## src/rtl/upn_pkg.sv

```systemverilog
package upn_pkg;

   // Field widths and limits.
   localparam int BYTE_W         = 8;
   localparam int ROOT_W         = 12;
   localparam int MAX_RES        = 5;
   localparam int RES_CNT_W      = 3;
   localparam int PATH_LIMIT_DEF = 4096;
   localparam int RSP_DATA_W     = 16;

   // Characters with a meaning in a request path.
   localparam logic [BYTE_W-1:0] CH_QUERY    = 8'h3F;
   localparam logic [BYTE_W-1:0] CH_FRAGMENT = 8'h23;
   localparam logic [BYTE_W-1:0] CH_PERCENT  = 8'h25;
   localparam logic [BYTE_W-1:0] CH_DOT      = 8'h2E;
   localparam logic [BYTE_W-1:0] CH_SLASH    = 8'h2F;

   // Escape decoder phase.
   typedef enum logic [1:0] {
      ESC_IDLE = 2'd0,
      ESC_HIGH = 2'd1,
      ESC_LOW  = 2'd2
   } esc_type;

   // Fault kinds; the same codes serve as the final status.
   typedef enum logic [1:0] {
      FAULT_NONE    = 2'd0,
      FAULT_INVALID = 2'd1,
      FAULT_LONG    = 2'd2
   } fault_type;

   // Progress through the current segment.
   typedef enum logic [1:0] {
      SEG_NONE = 2'd0,
      SEG_ONE  = 2'd1,
      SEG_TWO  = 2'd2,
      SEG_BODY = 2'd3
   } seg_type;

   typedef struct packed {
      logic        ok;
      logic [3:0]  val;
   } hex_type;

   // One result beat.
   typedef struct packed {
      fault_type           status;
      logic                eop;
      logic                vld;
      logic [BYTE_W-1:0]   data;
   } entry_type;

   // All result beats of one input beat, handed to the result buffer.
   typedef struct packed {
      logic                        load;
      logic [RES_CNT_W-1:0]        cnt;
      entry_type [MAX_RES-1:0]     ent;
   } bundle_type;

   // Value of one hex digit, with a flag for a non-digit.
   function automatic hex_type hex_value(input logic [BYTE_W-1:0] b);
      hex_type r;
      r.ok  = 1'b1;
      r.val = '0;
      if (b >= 8'h30 && b <= 8'h39) begin
         r.val = 4'(b - 8'h30);
      end else if (b >= 8'h61 && b <= 8'h66) begin
         r.val = 4'(b - 8'h57);
      end else if (b >= 8'h41 && b <= 8'h46) begin
         r.val = 4'(b - 8'h37);
      end else begin
         r.ok = 1'b0;
      end
      return r;
   endfunction

endpackage

```

## src/rtl/url_path_decode_normalize.sv

```systemverilog
// Channel  Direction  Beat carries
// req_     in         tdata: path_byte [7:0]; tlast: last_byte
// rsp_     out        tdata: out_byte [7:0], status [9:8]; tuser: byte_valid;
//                     tlast: end_of_path
// csr_     in         wr_data: root_length [11:0], taken when wr_en is high
//
// An input beat is taken every cycle while each causes at most one result beat and rsp_ is not stalled.
// A beat causing more than one result beat holds the next one back until the single
// output port draining the five-entry result buffer is sending its last waiting beat.
// An input beat passes through the input register, then the result buffer, before leaving on rsp_.
// Reset is synchronous and clears the request state and root_length.
// A stall on rsp_ backs up into req_tready once the input register holds a beat the result buffer cannot take.
module url_path_decode_normalize #(
   parameter int PATH_LIMIT = upn_pkg::PATH_LIMIT_DEF
) (
   input  logic                                clock,
   input  logic                                reset,
   input  logic                                req_tvalid,
   output logic                                req_tready,
   input  logic [upn_pkg::BYTE_W-1:0]          req_tdata,   // path_byte
   input  logic                                req_tlast,
   output logic                                rsp_tvalid,
   input  logic                                rsp_tready,
   output logic [upn_pkg::RSP_DATA_W-1:0]      rsp_tdata,   // out_byte, status
   output logic                                rsp_tuser,   // byte_valid
   output logic                                rsp_tlast,
   input  logic                                csr_wr_en,
   input  logic [upn_pkg::ROOT_W-1:0]          csr_wr_data
);

   upn_pkg::bundle_type bundle;
   logic                buf_free;

   // Input register, decoder and path normalizer.
   upn_core #(
      .PATH_LIMIT (PATH_LIMIT)
   ) u_core (
      .clock       (clock),
      .reset       (reset),
      .req_tvalid  (req_tvalid),
      .req_tready  (req_tready),
      .req_tdata   (req_tdata),
      .req_tlast   (req_tlast),
      .csr_wr_en   (csr_wr_en),
      .csr_wr_data (csr_wr_data),
      .buf_free    (buf_free),
      .bundle      (bundle)
   );

   // Result buffer feeding the output channel.
   upn_obuf u_obuf (
      .clock      (clock),
      .reset      (reset),
      .bundle     (bundle),
      .buf_free   (buf_free),
      .rsp_tvalid (rsp_tvalid),
      .rsp_tready (rsp_tready),
      .rsp_tdata  (rsp_tdata),
      .rsp_tuser  (rsp_tuser),
      .rsp_tlast  (rsp_tlast)
   );

endmodule

```

## src/rtl/upn_core.sv

```systemverilog
module upn_core #(
   parameter int PATH_LIMIT = upn_pkg::PATH_LIMIT_DEF
) (
   input  logic                          clock,
   input  logic                          reset,
   input  logic                          req_tvalid,
   output logic                          req_tready,
   input  logic [upn_pkg::BYTE_W-1:0]    req_tdata,
   input  logic                          req_tlast,
   input  logic                          csr_wr_en,
   input  logic [upn_pkg::ROOT_W-1:0]    csr_wr_data,
   input  logic                          buf_free,
   output upn_pkg::bundle_type           bundle
);

   localparam int CntW = $clog2(PATH_LIMIT);
   localparam logic [CntW-1:0] LastCnt = CntW'(PATH_LIMIT - 1);
   localparam logic [upn_pkg::ROOT_W:0] LimitWide = (upn_pkg::ROOT_W + 1)'(PATH_LIMIT);

   // Input register.
   logic                          in_vld_ff, in_vld_in;
   logic [upn_pkg::BYTE_W-1:0]    in_byte_ff;
   logic                          in_last_ff;

   // Request state.
   logic [upn_pkg::ROOT_W-1:0]    root_ff;
   upn_pkg::esc_type              esc_ff, esc_in;
   logic [3:0]                    hi_ff, hi_in;
   logic                          qry_ff, qry_in;
   logic [CntW-1:0]               dcnt_ff, dcnt_in;
   logic [CntW-1:0]               ocnt_ff, ocnt_in;
   upn_pkg::seg_type              seg_ff, seg_in;
   upn_pkg::fault_type            dflt_ff, dflt_in;
   upn_pkg::fault_type            jflt_ff, jflt_in;
   logic                          pslash_ff, pslash_in;

   logic                          proc;
   upn_pkg::hex_type              hex;
   logic                          dec_vld;
   logic [upn_pkg::BYTE_W-1:0]    chr;
   logic                          first;
   logic                          join_ok;
   logic [CntW-1:0]               base;
   logic [CntW-1:0]               room;
   logic [upn_pkg::RES_CNT_W-1:0] app_k;
   logic [upn_pkg::RES_CNT_W-1:0] emit;
   logic [upn_pkg::RES_CNT_W-1:0] nb;
   logic [upn_pkg::BYTE_W-1:0]    lst [upn_pkg::MAX_RES];
   upn_pkg::fault_type            dfin, jfin, st;

   // The held beat is worked off once the result buffer can take its results.
   assign proc       = in_vld_ff && buf_free;
   assign req_tready = !in_vld_ff || proc;

   always_comb begin
      in_vld_in = in_vld_ff;
      if (req_tvalid && req_tready) begin
         in_vld_in = 1'b1;
      end else if (proc) begin
         in_vld_in = 1'b0;
      end
   end

   always_ff @(posedge clock) begin
      if (reset) begin
         in_vld_ff <= 1'b0;
      end else begin
         in_vld_ff <= in_vld_in;
      end
      if (req_tvalid && req_tready) begin
         in_byte_ff <= req_tdata;
         in_last_ff <= req_tlast;
      end
   end

   // Document root length register.
   always_ff @(posedge clock) begin
      if (reset) begin
         root_ff <= '0;
      end else if (csr_wr_en) begin
         root_ff <= csr_wr_data;
      end
   end

   assign hex = upn_pkg::hex_value(in_byte_ff);

   // Decode, join and finish for the beat in the input register.
   always_comb begin
      esc_in    = esc_ff;
      hi_in     = hi_ff;
      qry_in    = qry_ff;
      dcnt_in   = dcnt_ff;
      ocnt_in   = ocnt_ff;
      seg_in    = seg_ff;
      dflt_in   = dflt_ff;
      jflt_in   = jflt_ff;
      pslash_in = pslash_ff;
      dec_vld   = 1'b0;
      chr       = in_byte_ff;
      first     = 1'b0;
      join_ok   = 1'b0;
      base      = ocnt_ff;
      room      = '0;
      app_k     = '0;
      emit      = '0;
      dfin      = upn_pkg::FAULT_NONE;
      jfin      = upn_pkg::FAULT_NONE;
      st        = upn_pkg::FAULT_NONE;
      for (int i = 0; i < upn_pkg::MAX_RES; i++) begin
         lst[i] = '0;
      end

      // Percent-escape decoding and the query cut-off.
      if (dflt_ff == upn_pkg::FAULT_NONE && !qry_ff) begin
         case (esc_ff)
            upn_pkg::ESC_IDLE: begin
               if (in_byte_ff == upn_pkg::CH_QUERY || in_byte_ff == upn_pkg::CH_FRAGMENT) begin
                  qry_in = 1'b1;
               end else if (in_byte_ff == upn_pkg::CH_PERCENT) begin
                  esc_in = upn_pkg::ESC_HIGH;
               end else begin
                  dec_vld = 1'b1;
               end
            end
            upn_pkg::ESC_HIGH: begin
               if (!hex.ok) begin
                  dflt_in = upn_pkg::FAULT_INVALID;
                  esc_in  = upn_pkg::ESC_IDLE;
               end else begin
                  hi_in  = hex.val;
                  esc_in = upn_pkg::ESC_LOW;
               end
            end
            upn_pkg::ESC_LOW: begin
               esc_in = upn_pkg::ESC_IDLE;
               chr    = {hi_ff, hex.val};
               if (!hex.ok || chr == '0) begin
                  dflt_in = upn_pkg::FAULT_INVALID;
               end else begin
                  dec_vld = 1'b1;
               end
            end
            default: begin
               esc_in = upn_pkg::ESC_IDLE;
            end
         endcase
      end

      // Decoded byte: length check, then segment handling.
      if (dec_vld) begin
         if (dcnt_ff >= LastCnt) begin
            dflt_in = upn_pkg::FAULT_LONG;
         end else begin
            first     = (dcnt_ff == '0);
            dcnt_in   = dcnt_ff + 1'b1;
            pslash_in = (chr == upn_pkg::CH_SLASH);
            if (jflt_ff == upn_pkg::FAULT_NONE) begin
               join_ok = 1'b1;
               if (first) begin
                  if (chr != upn_pkg::CH_SLASH) begin
                     jflt_in = upn_pkg::FAULT_INVALID;
                     join_ok = 1'b0;
                  end else if ({1'b0, root_ff} >= LimitWide) begin
                     jflt_in = upn_pkg::FAULT_LONG;
                     join_ok = 1'b0;
                  end else begin
                     base = root_ff[CntW-1:0];
                  end
               end
            end
         end
      end

      if (join_ok) begin
         if (chr == upn_pkg::CH_SLASH) begin
            // A segment of two dots is refused.
            if (seg_ff == upn_pkg::SEG_TWO) begin
               jflt_in = upn_pkg::FAULT_INVALID;
            end
            seg_in = upn_pkg::SEG_NONE;
         end else begin
            case (seg_ff)
               upn_pkg::SEG_NONE: begin
                  if (chr == upn_pkg::CH_DOT) begin
                     seg_in = upn_pkg::SEG_ONE;
                  end else begin
                     lst[0] = upn_pkg::CH_SLASH;
                     lst[1] = chr;
                     app_k  = 3'd2;
                     seg_in = upn_pkg::SEG_BODY;
                  end
               end
               upn_pkg::SEG_ONE: begin
                  if (chr == upn_pkg::CH_DOT) begin
                     seg_in = upn_pkg::SEG_TWO;
                  end else begin
                     lst[0] = upn_pkg::CH_SLASH;
                     lst[1] = upn_pkg::CH_DOT;
                     lst[2] = chr;
                     app_k  = 3'd3;
                     seg_in = upn_pkg::SEG_BODY;
                  end
               end
               upn_pkg::SEG_TWO: begin
                  lst[0] = upn_pkg::CH_SLASH;
                  lst[1] = upn_pkg::CH_DOT;
                  lst[2] = upn_pkg::CH_DOT;
                  lst[3] = chr;
                  app_k  = 3'd4;
                  seg_in = upn_pkg::SEG_BODY;
               end
               default: begin
                  lst[0] = chr;
                  app_k  = 3'd1;
               end
            endcase
         end
         // Output length limit: emit what fits, then raise the fault.
         room = LastCnt - base;
         if (room < CntW'(app_k)) begin
            emit    = room[upn_pkg::RES_CNT_W-1:0];
            jflt_in = upn_pkg::FAULT_LONG;
         end else begin
            emit = app_k;
         end
         ocnt_in = base + CntW'(emit);
      end

      nb = emit;

      // End of the request: settle the status and clear the state.
      if (in_last_ff) begin
         dfin = dflt_in;
         if (dfin == upn_pkg::FAULT_NONE && esc_in != upn_pkg::ESC_IDLE) begin
            dfin = upn_pkg::FAULT_INVALID;
         end
         if (dfin != upn_pkg::FAULT_NONE) begin
            st = dfin;
         end else begin
            jfin = jflt_in;
            if (jfin == upn_pkg::FAULT_NONE && dcnt_in == '0) begin
               jfin = upn_pkg::FAULT_INVALID;
            end
            if (jfin == upn_pkg::FAULT_NONE && seg_in == upn_pkg::SEG_TWO) begin
               jfin = upn_pkg::FAULT_INVALID;
            end
            if (jfin != upn_pkg::FAULT_NONE) begin
               st = jfin;
            end else if (pslash_in) begin
               st = upn_pkg::FAULT_LONG;
            end else if (root_ff == '0 && ocnt_in == '0) begin
               // Nothing below the root: the path is the root itself.
               lst[0] = upn_pkg::CH_SLASH;
               nb     = 3'd1;
            end
         end
         esc_in    = upn_pkg::ESC_IDLE;
         hi_in     = '0;
         qry_in    = 1'b0;
         dcnt_in   = '0;
         ocnt_in   = '0;
         seg_in    = upn_pkg::SEG_NONE;
         dflt_in   = upn_pkg::FAULT_NONE;
         jflt_in   = upn_pkg::FAULT_NONE;
         pslash_in = 1'b0;
      end
   end

   // Result beats of this input beat, bytes first and the status last.
   always_comb begin
      bundle.load = proc;
      bundle.cnt  = nb + upn_pkg::RES_CNT_W'(in_last_ff);
      for (int i = 0; i < upn_pkg::MAX_RES; i++) begin
         bundle.ent[i] = '0;
         if (upn_pkg::RES_CNT_W'(i) < nb) begin
            bundle.ent[i].data = lst[i];
            bundle.ent[i].vld  = 1'b1;
         end else if (upn_pkg::RES_CNT_W'(i) == nb && in_last_ff) begin
            bundle.ent[i].eop    = 1'b1;
            bundle.ent[i].status = st;
         end
      end
   end

   always_ff @(posedge clock) begin
      if (reset) begin
         esc_ff    <= upn_pkg::ESC_IDLE;
         hi_ff     <= '0;
         qry_ff    <= 1'b0;
         dcnt_ff   <= '0;
         ocnt_ff   <= '0;
         seg_ff    <= upn_pkg::SEG_NONE;
         dflt_ff   <= upn_pkg::FAULT_NONE;
         jflt_ff   <= upn_pkg::FAULT_NONE;
         pslash_ff <= 1'b0;
      end else if (proc) begin
         esc_ff    <= esc_in;
         hi_ff     <= hi_in;
         qry_ff    <= qry_in;
         dcnt_ff   <= dcnt_in;
         ocnt_ff   <= ocnt_in;
         seg_ff    <= seg_in;
         dflt_ff   <= dflt_in;
         jflt_ff   <= jflt_in;
         pslash_ff <= pslash_in;
      end
   end

endmodule

```

## src/rtl/upn_obuf.sv

```systemverilog
module upn_obuf (
   input  logic                                clock,
   input  logic                                reset,
   input  upn_pkg::bundle_type                 bundle,
   output logic                                buf_free,
   output logic                                rsp_tvalid,
   input  logic                                rsp_tready,
   output logic [upn_pkg::RSP_DATA_W-1:0]      rsp_tdata,
   output logic                                rsp_tuser,
   output logic                                rsp_tlast
);

   logic [upn_pkg::RES_CNT_W-1:0] cnt_ff, cnt_in;
   upn_pkg::entry_type            ent_ff [upn_pkg::MAX_RES];
   logic                          pop;

   assign rsp_tvalid = (cnt_ff != '0);
   assign pop        = rsp_tvalid && rsp_tready;
   // Free when empty or when the last waiting beat leaves in this cycle.
   assign buf_free   = (cnt_ff == '0) || (cnt_ff == 3'd1 && rsp_tready);

   always_comb begin
      cnt_in = cnt_ff;
      if (bundle.load) begin
         cnt_in = bundle.cnt;
      end else if (pop) begin
         cnt_in = cnt_ff - 1'b1;
      end
   end

   always_ff @(posedge clock) begin
      if (reset) begin
         cnt_ff <= '0;
      end else begin
         cnt_ff <= cnt_in;
      end
   end

   // Beats shift toward the head as they are taken.
   always_ff @(posedge clock) begin
      if (bundle.load) begin
         for (int i = 0; i < upn_pkg::MAX_RES; i++) begin
            ent_ff[i] <= bundle.ent[i];
         end
      end else if (pop) begin
         for (int i = 0; i < upn_pkg::MAX_RES - 1; i++) begin
            ent_ff[i] <= ent_ff[i+1];
         end
      end
   end

   assign rsp_tdata = {{(upn_pkg::RSP_DATA_W - upn_pkg::BYTE_W - 2){1'b0}},
                       ent_ff[0].status, ent_ff[0].data};
   assign rsp_tuser = ent_ff[0].vld;
   assign rsp_tlast = ent_ff[0].eop;

endmodule

```

## config.mk

```make
export PLATFORM = sky130hd
export DESIGN_NAME = url_path_decode_normalize
export DESIGN_NICKNAME = d
export VERILOG_FILES = /design/src/rtl/upn_pkg.sv /design/src/rtl/url_path_decode_normalize.sv /design/src/rtl/upn_core.sv /design/src/rtl/upn_obuf.sv
export SDC_FILE = /design/constraint.sdc
export NUM_CORES = 1
export LEC_CHECK = 0
export BUFFER_PORTS_ARGS = -buffer_cell sky130_fd_sc_hd__buf_2
export CAP_MARGIN = 40
export CELL_PAD_IN_SITES_DETAIL_PLACEMENT = 0
export CELL_PAD_IN_SITES_GLOBAL_PLACEMENT = 2
export CORE_MARGIN = 4
export CORE_UTILIZATION = 38
export CTS_CLUSTER_SIZE = 8
export DETAILED_ROUTE_END_ITERATION = 16
export HOLD_SLACK_MARGIN = 0.1
export PLACE_DENSITY_LB_ADDON = 0.1
export RECOVER_POWER = 100
export SYNTH_ARGS = -nofsm -noshare
export SYNTH_HDL_FRONTEND = slang
export SYNTH_SLANG_ARGS = --single-unit
```

## constraint.sdc

```tcl
create_clock -name clock -period 11.2 [get_ports clock]
set_clock_uncertainty 0.15 [all_clocks]
set_input_delay 0.56 -clock clock [delete_from_list [all_inputs] [get_ports clock]]
set_output_delay 0.56 -clock clock [all_outputs]
set_load 0.01 [all_outputs]
```

# Yosys cells after proc, flatten, opt, wreduce, memory -nomap -nowiden
# Memory sizes are Yosys's and may differ from the RTL's.
# Index checks and enable logic that the tools add are counted.
[classes] add_sub_neg=8 order_cmp=13 eq_ne=16 n_mux=134 n_bitwise=4 n_reduce_logical=51
[op_table] op="$mux 12" n=14
[op_table] op="$mux 2" n=39
[op_table] op="$mux 3" n=22
[op_table] op="$mux 32" n=2
[op_table] op="$mux 8" n=8
[op_table] op="$logic_not 12->1" n=4
[op_table] op="$pmux 8 s3" n=2
[op_table] op="$mux 9" n=5
[op_table] op="$eq 8x6->1 const B" n=5
[op_table] op="$mux 4" n=7
[op_table] op="$mux 1" n=27
[op_table] op="$mux 22" n=1
[op_table] op="$reduce_bool 2->1" n=10
[op_table] op="$logic_and 1x1->1" n=17
[op_table] op="$ge 8x7->1 const B" n=2
[op_table] op="$le 8x7->1 const B" n=2
[op_table] op="$pmux 8 s2" n=1
[op_table] op="$logic_not 2->1" n=7
[op_table] op="$mux 14" n=1
[op_table] op="$add 12x1->12 const B" n=1
[op_table] op="$add 12x3->12" n=1
[op_table] op="$ge 12x12->1 const B" n=1
[op_table] op="$lt 12x3->1" n=1
[op_table] op="$sub 12x12->12 const A" n=1
[op_table] op="other kinds (27)" n=45
[totals] regBits=63 ram_bits=60 word_cells=241 mem_count=1
[memory_table] memory="u_obuf.ent_ff" words=5 width=12 rd=5 rd_ports_with_merged_regs=0 write_ports=5 line="upn_obuf.sv:14" source="upn_pkg::entry_type ent_ff [upn_pkg::MAX_RES];"

# Depth between registers and ports, before layout
# Gate-level depths: netlist of the first run.
[logic_depth] word_depth=36 depth_mapped=37

# Modules after synthesis
# Synthesis of the first run repeated with hierarchy kept, for this count alone.
[hier_totals] cells_unflattened=912 area_unflattened_um2=8310.5
[modules_own_cells] module="upn_core" n_inst=1 cells_each=753 area_each_um2=5475.3
[modules_own_cells] module="upn_obuf" n_inst=1 cells_each=159 area_each_um2=2835.2

# Least setup slack after synthesis of the first run
# OpenSTA, ideal clock, no wires.
[synth_path] path_kind="register -> register" startpoint="register u_core.in_byte_ff[4] in the netlist's numbering" endpoint="register u_obuf.cnt_ff[2] in the netlist's numbering" setup_ns=0.120 arrival_time_ns=7.437 required_time_ns=10.930 path_slack_ns=3.493 path_stages_with_launch=33 path_buffers=3 cell_sequence="edfxtp_1 buf_6 or4b_4 or3_4 a21oi_4 a41oi_1 nor2_1 buf_4 nand3_1 buf_2 mux2i_1 ha_1 o21ai_0 o2111ai_1 nor2_1 nand4_1 a22oi_2 mux2i_2 ha_1 inv_1 fa_1 xor2_1 nand3b_1 or3_1 a211o_1 or4_1 nor3_2 and2_4 nand3_1 a21boi_0 ha_1 nor3_1 a211o_1"
[synth_via] elab_chain_len=33 elab_cells_between_ends=110 classes_between="3 x add/sub; 7 x order compare; 7 x eq/ne; 74 x mux; 19 x reduce/logical"
[synth_lines] item="start: declaration" line="upn_core.sv:22" source="logic [upn_pkg::BYTE_W-1:0] in_byte_ff;"
[synth_lines] item="start signal: assignment" line="upn_core.sv:71" source="in_byte_ff <= req_tdata;"
[synth_lines] item="parallel branches: the longest is 30 deep, another holds $ge 8x7->1"
[synth_lines] item="$mux 3 (*)" line="upn_core.sv:232" source="if (in_last_ff) begin"
[synth_lines] item="$add 3x1->3 (*)" line="upn_core.sv:272" source="bundle.cnt = nb + upn_pkg::RES_CNT_W'(in_last_ff);"
[synth_lines] item="$mux 3 (*)" line="upn_obuf.sv:24" source="if (bundle.load) begin"
[synth_lines] item="end signal: assignment" line="upn_obuf.sv:35" source="cnt_ff <= cnt_in;"
[synth_lines] item="end: declaration" line="upn_obuf.sv:13" source="logic [upn_pkg::RES_CNT_W-1:0] cnt_ff, cnt_in;"
# Every way passes the cells marked *. The select of a mux whose other input is x is not followed.
# A chain may end at the register's enable or synchronous reset.

# Worst setup path in the final report of the first run
[layout_path] startpoint="register u_core.in_byte_ff[3] in the netlist's numbering" endpoint="register u_obuf.cnt_ff[2] in the netlist's numbering"
# Same word-level chain as after synthesis.

==> results.toml, run 1 <==
[worst_setup_path]
cp_max_fo = 14
path_class = "flop to flop"
crit_path_max_incr_delay_ns = 0.59
rr_endpoint = "u_obuf.cnt_ff[2]"
worst-path-buf-inv = 2
cp_slowest_cell = "nor4_1"
rr_startpoint = "u_core.in_byte_ff[3]"
worstSetupStartpointType = "flop"
reg2reg_slack_ns = 1.61
cp.required_ns = 11.35
arrival_ns = 9.74
cpLargestDelayFamily = "simple AND/OR/NAND/NOR gates"
end_kind = "flop"
rr_worst_depth = 31

[power_and_ir_drop]
ir_worst_vdd_mv = 0.113
p_int_mw = 1.01
clkPwrFrac = 0.343
p_leak_nw = 3.06
combPwrFrac = 0.249
p_sw_frac = 0.346
power_density_mw_per_mm2 = 192
switchingPower_mw = 0.535
pwr-share-seq = 0.407

[yosys]
yosysTopAreaCell = "edfxtp_1"
synth-seq-area-share = 0.403
netlist_area_mm2 = 0.00723
synthAdderAreaFrac = 0.0426
syn_inst = 846
synthMuxAreaShare = 0.0376
syn_area_per_cell_um2 = 8.54
yosys.cell_count.top_type = "nor2_1"
synthTopCellsByCount = "nor2_1 (112), nand2_1 (83), a21oi_1 (61), edfxtp_1 (61), dfxtp_1 (54)"
ys_seq_elements = 115
synth_top_family_by_area = "simple AND/OR/NAND/NOR gates"
synth-simple-area-share = 0.232
synth-edff-count = 61
synth_compound_area_frac = 0.217
synth_area_leaders = "edfxtp_1 (25%), dfxtp_1 (15%), nor2_1 (5.8%)"
synth_xor_area_frac = 0.00848
synth_ff_type = "edfxtp_1"
yosys_warnings = 0
synth_top_area_frac = 0.253
synthArstFlopShare = 0
netlist-cell-type-count = 79

[placed_design]
placed_area_mm2 = 0.00755
portBuffers = 39
dp_cells = 1080
gp_congestion = 0.879
pre_cts_ws_ns = 2.02
place_hpwl_um = 15400

[cts]
cts.clk_slew.worst_paths_ns = 0.06
cts.sinks = 115
root_buffer = "clkbuf_16"
h-tree-depth = 4
post_cts_resized = 0
hold_buffers = 0
postCtsSetupRepairBufs = 0
cts_tree = "yes"
cts_buffer_depth = 2
clock_latency_ns = 0.42
cts_buffers = 17

[worst_hold_path]
worstHoldEndpoint = "u_core.in_byte_ff[2]"
worstHoldStart = "req_tdata[2]"
hp-class = "input port to flop"
whs_path_depth = 1

[cells_and_area]
finalNetCount = 915
finish.instance_area_mm2 = 0.00804
layout-drive-gt1-share = 0.0923
fillCellCount = 1860
final_core_util = 0.430
antenna_cells = 0
area_growth_pct = 11.2
fin_cells = 1112

[routing]
first_pass_iters = 5
wirelength_um = 21200
route.detailed.wl_per_inst_um = 19.1
via_per_inst = 5.78
detail-route-antenna-nets = 0
drtIter0Drc = 367
drc = 0
vias = 6432

[run_status]
status = "finished, violations left"
violations = "max-capacitance violations, max-slew violations"

[timing]
grt_setup_unrepaired = "false"
min_period_ns = 9.59
setup_viol = 0
fin_ws_ns = 1.61
slew_headroom = -0.756
worst_pin_slew_ns = 2.63
fin_setup_tns_ns = 0
fmax_mhz = 104
slew_violations = 118
hold_viol = 0
fin_crit_sh = 0.856

[flow_run]
cap_viol_max_count = 3

[die]
io_pins = 46
fp.dieW_um = 146
start_util = 0.386
die_h_um = 146
fp-row-count = 50
core_mm2 = 0.0187
dieArea_mm2 = 0.0213

[global_route]
grt_usage = 0.201
overflow = 0
grt_start_max_net_pins = 55
grt_pass1_vias = 6323
grt_pass1_wl_um = 34400
antenna_found_initial = 0
[sequential cells by signal, summed over array words and instances (netlist names), 2 cells and up]
signal / flops
u_core.jflt_ff: 2
u_core.dflt_ff: 2
u_core.dcnt_ff: 12
u_core.hi_ff: 4
u_obuf.cnt_ff: 3
u_core.in_byte_ff: 8
u_core.ocnt_ff: 12
u_core.esc_ff: 2
u_obuf.ent_ff: 52
u_core.seg_ff: 2
u_core.root_ff: 12
[power by group through the flow]
| stage | Sequential, mW | Clock, mW | Combinational, mW |
|---|---|---|---|
| 6_report | 0.630 | 0.531 | 0.386 |
| 5_1_grt | 0.640 | 0.562 | 0.432 |
| 4_1_cts | 0.626 | 0.544 | 0.413 |
| 3_5_place_dp | 0.634 | 0 | 0.411 |
| 3_3_place_gp | 0.635 | 0 | 0.389 |
| 2_1_floorplan | 0.624 | 0 | 0.291 |
[layout by cell type (no fill, tap or decap), drive strengths merged, types with 10 or more instances in the layout]
| cell | count |
|---|---|
| a22oi | 15 |
| a31oi | 13 |
| inv | 42 |
| nand2 | 83 |
| nor2 | 112 |
| clkbuf | 35 |
| nor4 | 11 |
| edfxtp | 61 |
| a21oi | 63 |
| dfxtp | 54 |
| buf | 32 |
| a22o | 11 |
| and3 | 12 |
| nand3 | 23 |
| nand4 | 11 |
| o211ai | 10 |
| ha | 23 |
| nor3 | 38 |
| mux2i | 20 |
| o21ai | 56 |
[cell families (layout without fill, tap and decap cells)]
group | after synthesis | after routing
flops | 115 | 115
buf+inv | 90 | 117
fa+ha+maj | 24 | 24
simple gates | 346 | 346
other cells | 1 | 6
mux | 26 | 26
compound gates | 237 | 237
xor+xnor | 7 | 7
[per-stage QoR]
| step | power, mW | hold slack (ns) |
|---|---|---|
| after detailed placement | 1.05 | 0.338 |
| after global routing | 1.63 | 0.141 |
| after floorplan | 0.915 | 0.316 |
| after CTS | 1.58 | 0.144 |
| final | 1.55 | 0.161 |
| after global placement | 1.02 | 0.332 |
[how the worst max path moves through the flow]
stage,start,to,depth (start not counted)
final,u_core.in_byte_ff[3],u_obuf.cnt_ff[2],31
after global routing,u_core.esc_ff[0],u_obuf.cnt_ff[2],33
after CTS,u_core.in_byte_ff[3],u_obuf.cnt_ff[2],31
after detailed placement,u_core.in_byte_ff[4],u_obuf.cnt_ff[2],31
after global placement,u_core.in_byte_ff[3],u_obuf.cnt_ff[2],31
after floorplan,u_core.in_byte_ff[4],u_obuf.cnt_ff[2],32
[layer usage]
metal | global-route usage | wire length (um) | vias to the layer above
met5 | 0 | 0 | -
met3 | 0.0408 | 782 | 22
met1 | 0.271 | 9990 | 3119
li1 | - | - | 3149
met2 | 0.326 | 10000 | 142
met4 | 0.0613 | 393 | 0
[layout make-up]
type | instances | area, um^2 | share of cell area
clock buffer | 17 | 425 | 0.0529
clock inverter | 15 | 148 | 0.0184
inverter | 35 | 131 | 0.0163
multi-input combinational | 646 | 3880 | 0.482
sequential | 115 | 2910 | 0.362
tap | 234 | 293 | 0.0364
timing repair buffer | 50 | 253 | 0.0314
[worst reg2reg max path, delay by kind of cell, from the launching register on]
kind,cells,cell delay (ns)
AOI/OAI and AO/OA,10,2.97
adders and majority gates,3,0.85
muxes,1,0.56
and+or+nand+nor,15,3.96
DFF,1,0.56
buffers and inverters,2,0.40
Note: power is estimated with default switching activity, not from simulation.
==> run 2: changes to the inputs <==
Settings changed: ABC_AREA set to 1, CORE_UTILIZATION 38 to 36.
==> results.toml, run 2 <==
[run_status]
status = "finished, violations left"
violations = "max-capacitance violations, max-slew violations"

[die]
fp-row-count = 52
die_h_um = 152
io_pins = 46
dieArea_mm2 = 0.0231
core_mm2 = 0.0203
start_util = 0.368
fp.dieW_um = 152

[cells_and_area]
area_growth_pct = 10.7
layout-drive-gt1-share = 0.0924
regArea_mm2 = 0.00291
fillCellCount = 2209
mostFrequentLayoutCell = "nand2_1"
multiInputGateArea_mm2 = 0.00377
finalNetCount = 1108
largest_register_ffs = 52
final_core_util = 0.407
top_register = "u_obuf.ent_ff"
antenna_cells = 0
fin_cells = 1341
final_cell_mix = "nand2_1 (304), inv_1 (112), nand3_1 (108), nor2_1 (86), edfxtp_1 (61)"
finish.instance_area_mm2 = 0.00826

[routing]
detail-route-antenna-nets = 0
first_pass_iters = 5
drc = 0
vias = 6641
wirelength_um = 21400
drtIter0Drc = 419
via_per_inst = 4.95
route.detailed.wl_per_inst_um = 16.0

[placed_design]
portBuffers = 39
gp_congestion = 0.821
placed_area_mm2 = 0.00782
dp_cells = 1309
pre_cts_ws_ns = 4.12
place_hpwl_um = 15700

[global_route]
grt_usage = 0.186
grt_pass1_wl_um = 34800
overflow = 0
grt_pass1_vias = 6311
grt_start_max_net_pins = 50
antenna_found_initial = 0

[cts]
cts.clk_slew.worst_paths_ns = 0.06
root_buffer = "clkbuf_16"
cts_buffer_depth = 2
cts.sinks = 115
clock_latency_ns = 0.43
hold_buffers = 0
h-tree-depth = 4
cts_tree = "yes"
cts_buffers = 17
post_cts_resized = 0
postCtsSetupRepairBufs = 0

[yosys]
synthTopCellsByCount = "nand2_1 (296), inv_1 (110), nand3_1 (104)"
netlist-cell-type-count = 47
syn_area_per_cell_um2 = 7.23
synth_ff_type = "edfxtp_1"
synth-seq-area-share = 0.390
synth_area_leaders = "edfxtp_1 (25%), nand2_1 (15%), dfxtp_1 (14%)"
netlist_area_mm2 = 0.00747
yosys_warnings = 0
yosysTopAreaCell = "edfxtp_1"
ys_seq_elements = 115
syn_inst = 1033
synth-edff-count = 61
synth_top_area_frac = 0.245
synthArstFlopShare = 0
yosys.cell_count.top_type = "nand2_1"

[worst_setup_path]
arrival_ns = 8.63
crit_path_max_incr_delay_ns = 0.80
worst-path-buf-inv = 4
worstSetupStartpointType = "flop"
path_class = "flop to flop"
end_kind = "flop"
cp_slowest_cell = "nand4_1"
cp.required_ns = 11.22
cpLargestDelayFamily = "simple AND/OR/NAND/NOR gates"
crit_top_cell = "nand2_1"
cp_max_fo = 18

[timing]
hold_viol = 0
worst_pin_slew_ns = 2.77
min_period_ns = 8.62
whs_ns = 0.154
slew_violations = 128
slew_headroom = -0.844
setup_viol = 0
fin_ws_ns = 2.58
fmax_mhz = 116
fin_setup_tns_ns = 0
fin_crit_sh = 0.770
grt_setup_unrepaired = "false"

[flow_run]
cap_viol_max_count = 3

[power_and_ir_drop]
power_density_mw_per_mm2 = 197
total_power_mw = 1.62
p_leak_nw = 3.55
ir_worst_vdd_mv = 0.109

[worst_hold_path]
hp-class = "input port to flop"
-- run 2: cell type report --
cell class | count | area share
multi-input cells | 764 | 0.456
flip-flops and latches | 115 | 0.353
inverters | 116 | 0.0527
clock buffers | 17 | 0.0515
well taps | 270 | 0.0409
repair buffers | 44 | 0.0236
clock inverters | 15 | 0.0224
-- run 2: layer usage --
| layer | share of wire | track usage |
|---|---|---|
| met1 | 0.52 | 0.280 |
| met2 | 0.44 | 0.278 |
| met3 | 0.034 | 0.0287 |
| met4 | 0.013 | 0.0462 |
| met5 | 0 | 0 |
-- run 2: kinds of logic after synthesis --
logic type / Yosys count / synth area share
AND/OR/NAND/NOR: 585 / 0.365
buffers and inverters: 159 / 0.0923
AO/OA/AOI/OAI: 139 / 0.0995
flip-flops: 115 / 0.390
adder cells (fa/ha/maj): 24 / 0.0412
XOR/XNOR: 10 / 0.0117
other: 1 / 0.000502
-- run 2: final timing paths --
kind,from,endpoint,slack [ns],depth (start not counted)
worst max-delay path,u_core.in_byte_ff[1],u_obuf.ent_ff[0][2],2.58,37
worst min-delay path,req_tdata[5],u_core.in_byte_ff[5],0.15,1
worst max register to register,u_core.in_byte_ff[1],u_obuf.ent_ff[0][2],2.58,37
worst min register to register,u_core.hi_ff[3],u_core.hi_ff[3],0.31,2
-- run 2: power breakdown --
| group | internal (mW) | switching, mW | leakage, nW |
|---|---|---|---|
| combinational | 0.0969 | 0.312 | 2.21 |
| clock | 0.339 | 0.237 | 0.299 |
| sequential | 0.603 | 0.0362 | 1.04 |
| total | 1.04 | 0.586 | 3.55 |
==> run 3: changes to the inputs <==
Settings changed: CORE_UTILIZATION 36 to 32.
Clock period 11.2 ns to 7.35 ns, I/O delays scaled along.
==> results.toml, run 3 (synthesis results as in run 2) <==
[worst_setup_path]
cp_max_fo = 17
arrival_ns = 6.64
end_kind = "flop"
worstSetupStartpointType = "flop"
path_class = "flop to flop"
rr_startpoint = "u_core.in_byte_ff[1]"
cp_slowest_cell = "edfxtp_1"
reg2reg_slack_ns = 0.73
rr_worst_depth = 38
crit_path_max_incr_delay_ns = 0.48
cp.required_ns = 7.37
worst-path-buf-inv = 6
cpLargestDelayFamily = "simple AND/OR/NAND/NOR gates"
rr_endpoint = "u_obuf.ent_ff[0][0]"

[cells_and_area]
finalNetCount = 1137
fin_cells = 1413
mostFrequentLayoutCell = "nand2_1"
top_register = "u_obuf.ent_ff"
antenna_cells = 0
final_cell_mix = "nand2_1 (297), inv_1 (111), nand3_1 (106), nor2_1 (85), edfxtp_1 (61)"
fillCellCount = 2447
regArea_mm2 = 0.00291
largest_register_ffs = 52
final_core_util = 0.383
area_growth_pct = 16.8
multiInputGateArea_mm2 = 0.00385
layout-drive-gt1-share = 0.115

[global_route]
grt_pass1_vias = 6568
grt_pass1_wl_um = 36000
overflow = 0
grt_usage = 0.174
grt_start_max_net_pins = 50
antenna_found_initial = 0

[die]
io_pins = 46
fp-row-count = 55
dieArea_mm2 = 0.0258
die_h_um = 161
core_mm2 = 0.0228
start_util = 0.328
fp.dieW_um = 161

[placed_design]
dp_cells = 1359
pre_cts_ws_ns = 0.413
place_hpwl_um = 16000
portBuffers = 39
gp_congestion = 0.854

[cts]
cts.sinks = 115
root_buffer = "clkbuf_16"
clock_latency_ns = 0.42
h-tree-depth = 4
cts_buffers = 17
cts_tree = "yes"
cts.clk_slew.worst_paths_ns = 0.06
cts_buffer_depth = 2

[routing]
route.detailed.wl_per_inst_um = 15.5
drc = 0
first_pass_iters = 5
drtIter0Drc = 374
wirelength_um = 21900
via_per_inst = 4.79
vias = 6762
detail-route-antenna-nets = 0

[timing]
hold_viol = 0
min_period_ns = 6.62
fin_crit_sh = 0.901
fmax_mhz = 151
slew_violations = 50
grt_setup_unrepaired = "false"
slew_headroom = -0.801
fin_ws_ns = 0.730
fin_setup_tns_ns = 0
setup_viol = 0
worst_pin_slew_ns = 2.70

[power_and_ir_drop]
ir_worst_vdd_mv = 0.208
power_density_mw_per_mm2 = 291
p_leak_nw = 3.70

[worst_hold_path]
worstHoldEndpoint = "u_core.root_ff[4]"
worstHoldStart = "csr_wr_data[4]"
hp-class = "input port to flop"
whs_path_depth = 3

[flow_run]
cap_viol_max_count = 1

[run_status]
violations = "max-capacitance violations, max-slew violations"
status = "finished, violations left"
## run 3: cell types whose count changed in the layout (fill, tap and decap cells not counted), sizes merged
cell / delta
dlygate4sd3: +21
buf: +11
inv: -10
bufinv: +3
clkinv: +3
clkinvlp: +3
clkbuf: -2
## run 3: report_power, final
group	switching, mW	total, mW	leakage [nW]	internal [mW]
combinational	0.477	0.638	2.36	0.162
sequential	0.0550	0.973	1.04	0.918
clock	0.326	0.926	0.302	0.600
## run 3: cell type report
class | count | area share
clock buffers | 18 | 0.0492
clock inverters | 14 | 0.0244
inverters | 116 | 0.0499
multi-input cells | 764 | 0.442
flip-flops and latches | 115 | 0.334
well taps | 313 | 0.0449
repair buffers | 73 | 0.0558
## run 3: worst max-delay path by stage
stage / startpoint / to / cells after the start
finish: u_core.in_byte_ff[1] / u_obuf.ent_ff[0][0] / 38
global route: u_core.in_byte_ff[1] / u_obuf.ent_ff[0][0] / 38
CTS: u_core.in_byte_ff[1] / u_obuf.cnt_ff[1] / 41
detailed placement: u_core.in_byte_ff[1] / u_obuf.cnt_ff[1] / 41
global placement: u_core.in_byte_ff[1] / u_obuf.cnt_ff[2] / 43
floorplan: u_core.in_byte_ff[1] / u_obuf.cnt_ff[1] / 40
## run 3: worst min-delay path: stages
cell	delay, ns
buf_2	0.07
o21ai_0	0.08
a21oi_1	0.12
## run 3: per-stage QoR
step	hold slack [ns]	power, mW	cell area, um^2
floorplan	0.290	1.45	7490
global placement	0.302	1.65	7900
detailed placement	0.304	1.65	7910
CTS	0.118	2.59	8760
global route	0.142	2.71	8720
finish	0.111	2.54	8720
## run 3: timing repair
item                                    CTS  global route
setup buffers                             0             1
hold buffers                             21             0
endpoints found under the hold margin    21             0
endpoints found under the setup margin    0            51
gates resized for setup                   0             4
## run 3: metal layers
layer / GRT usage / vias to the layer above / share of wire
met4: 0.0582 / 0 / 0.022
met2: 0.292 / 105 / 0.47
li1: - / 3497 / -
met3: 0.0221 / 34 / 0.027
met5: 0 / - / 0
met1: 0.234 / 3126 / 0.48
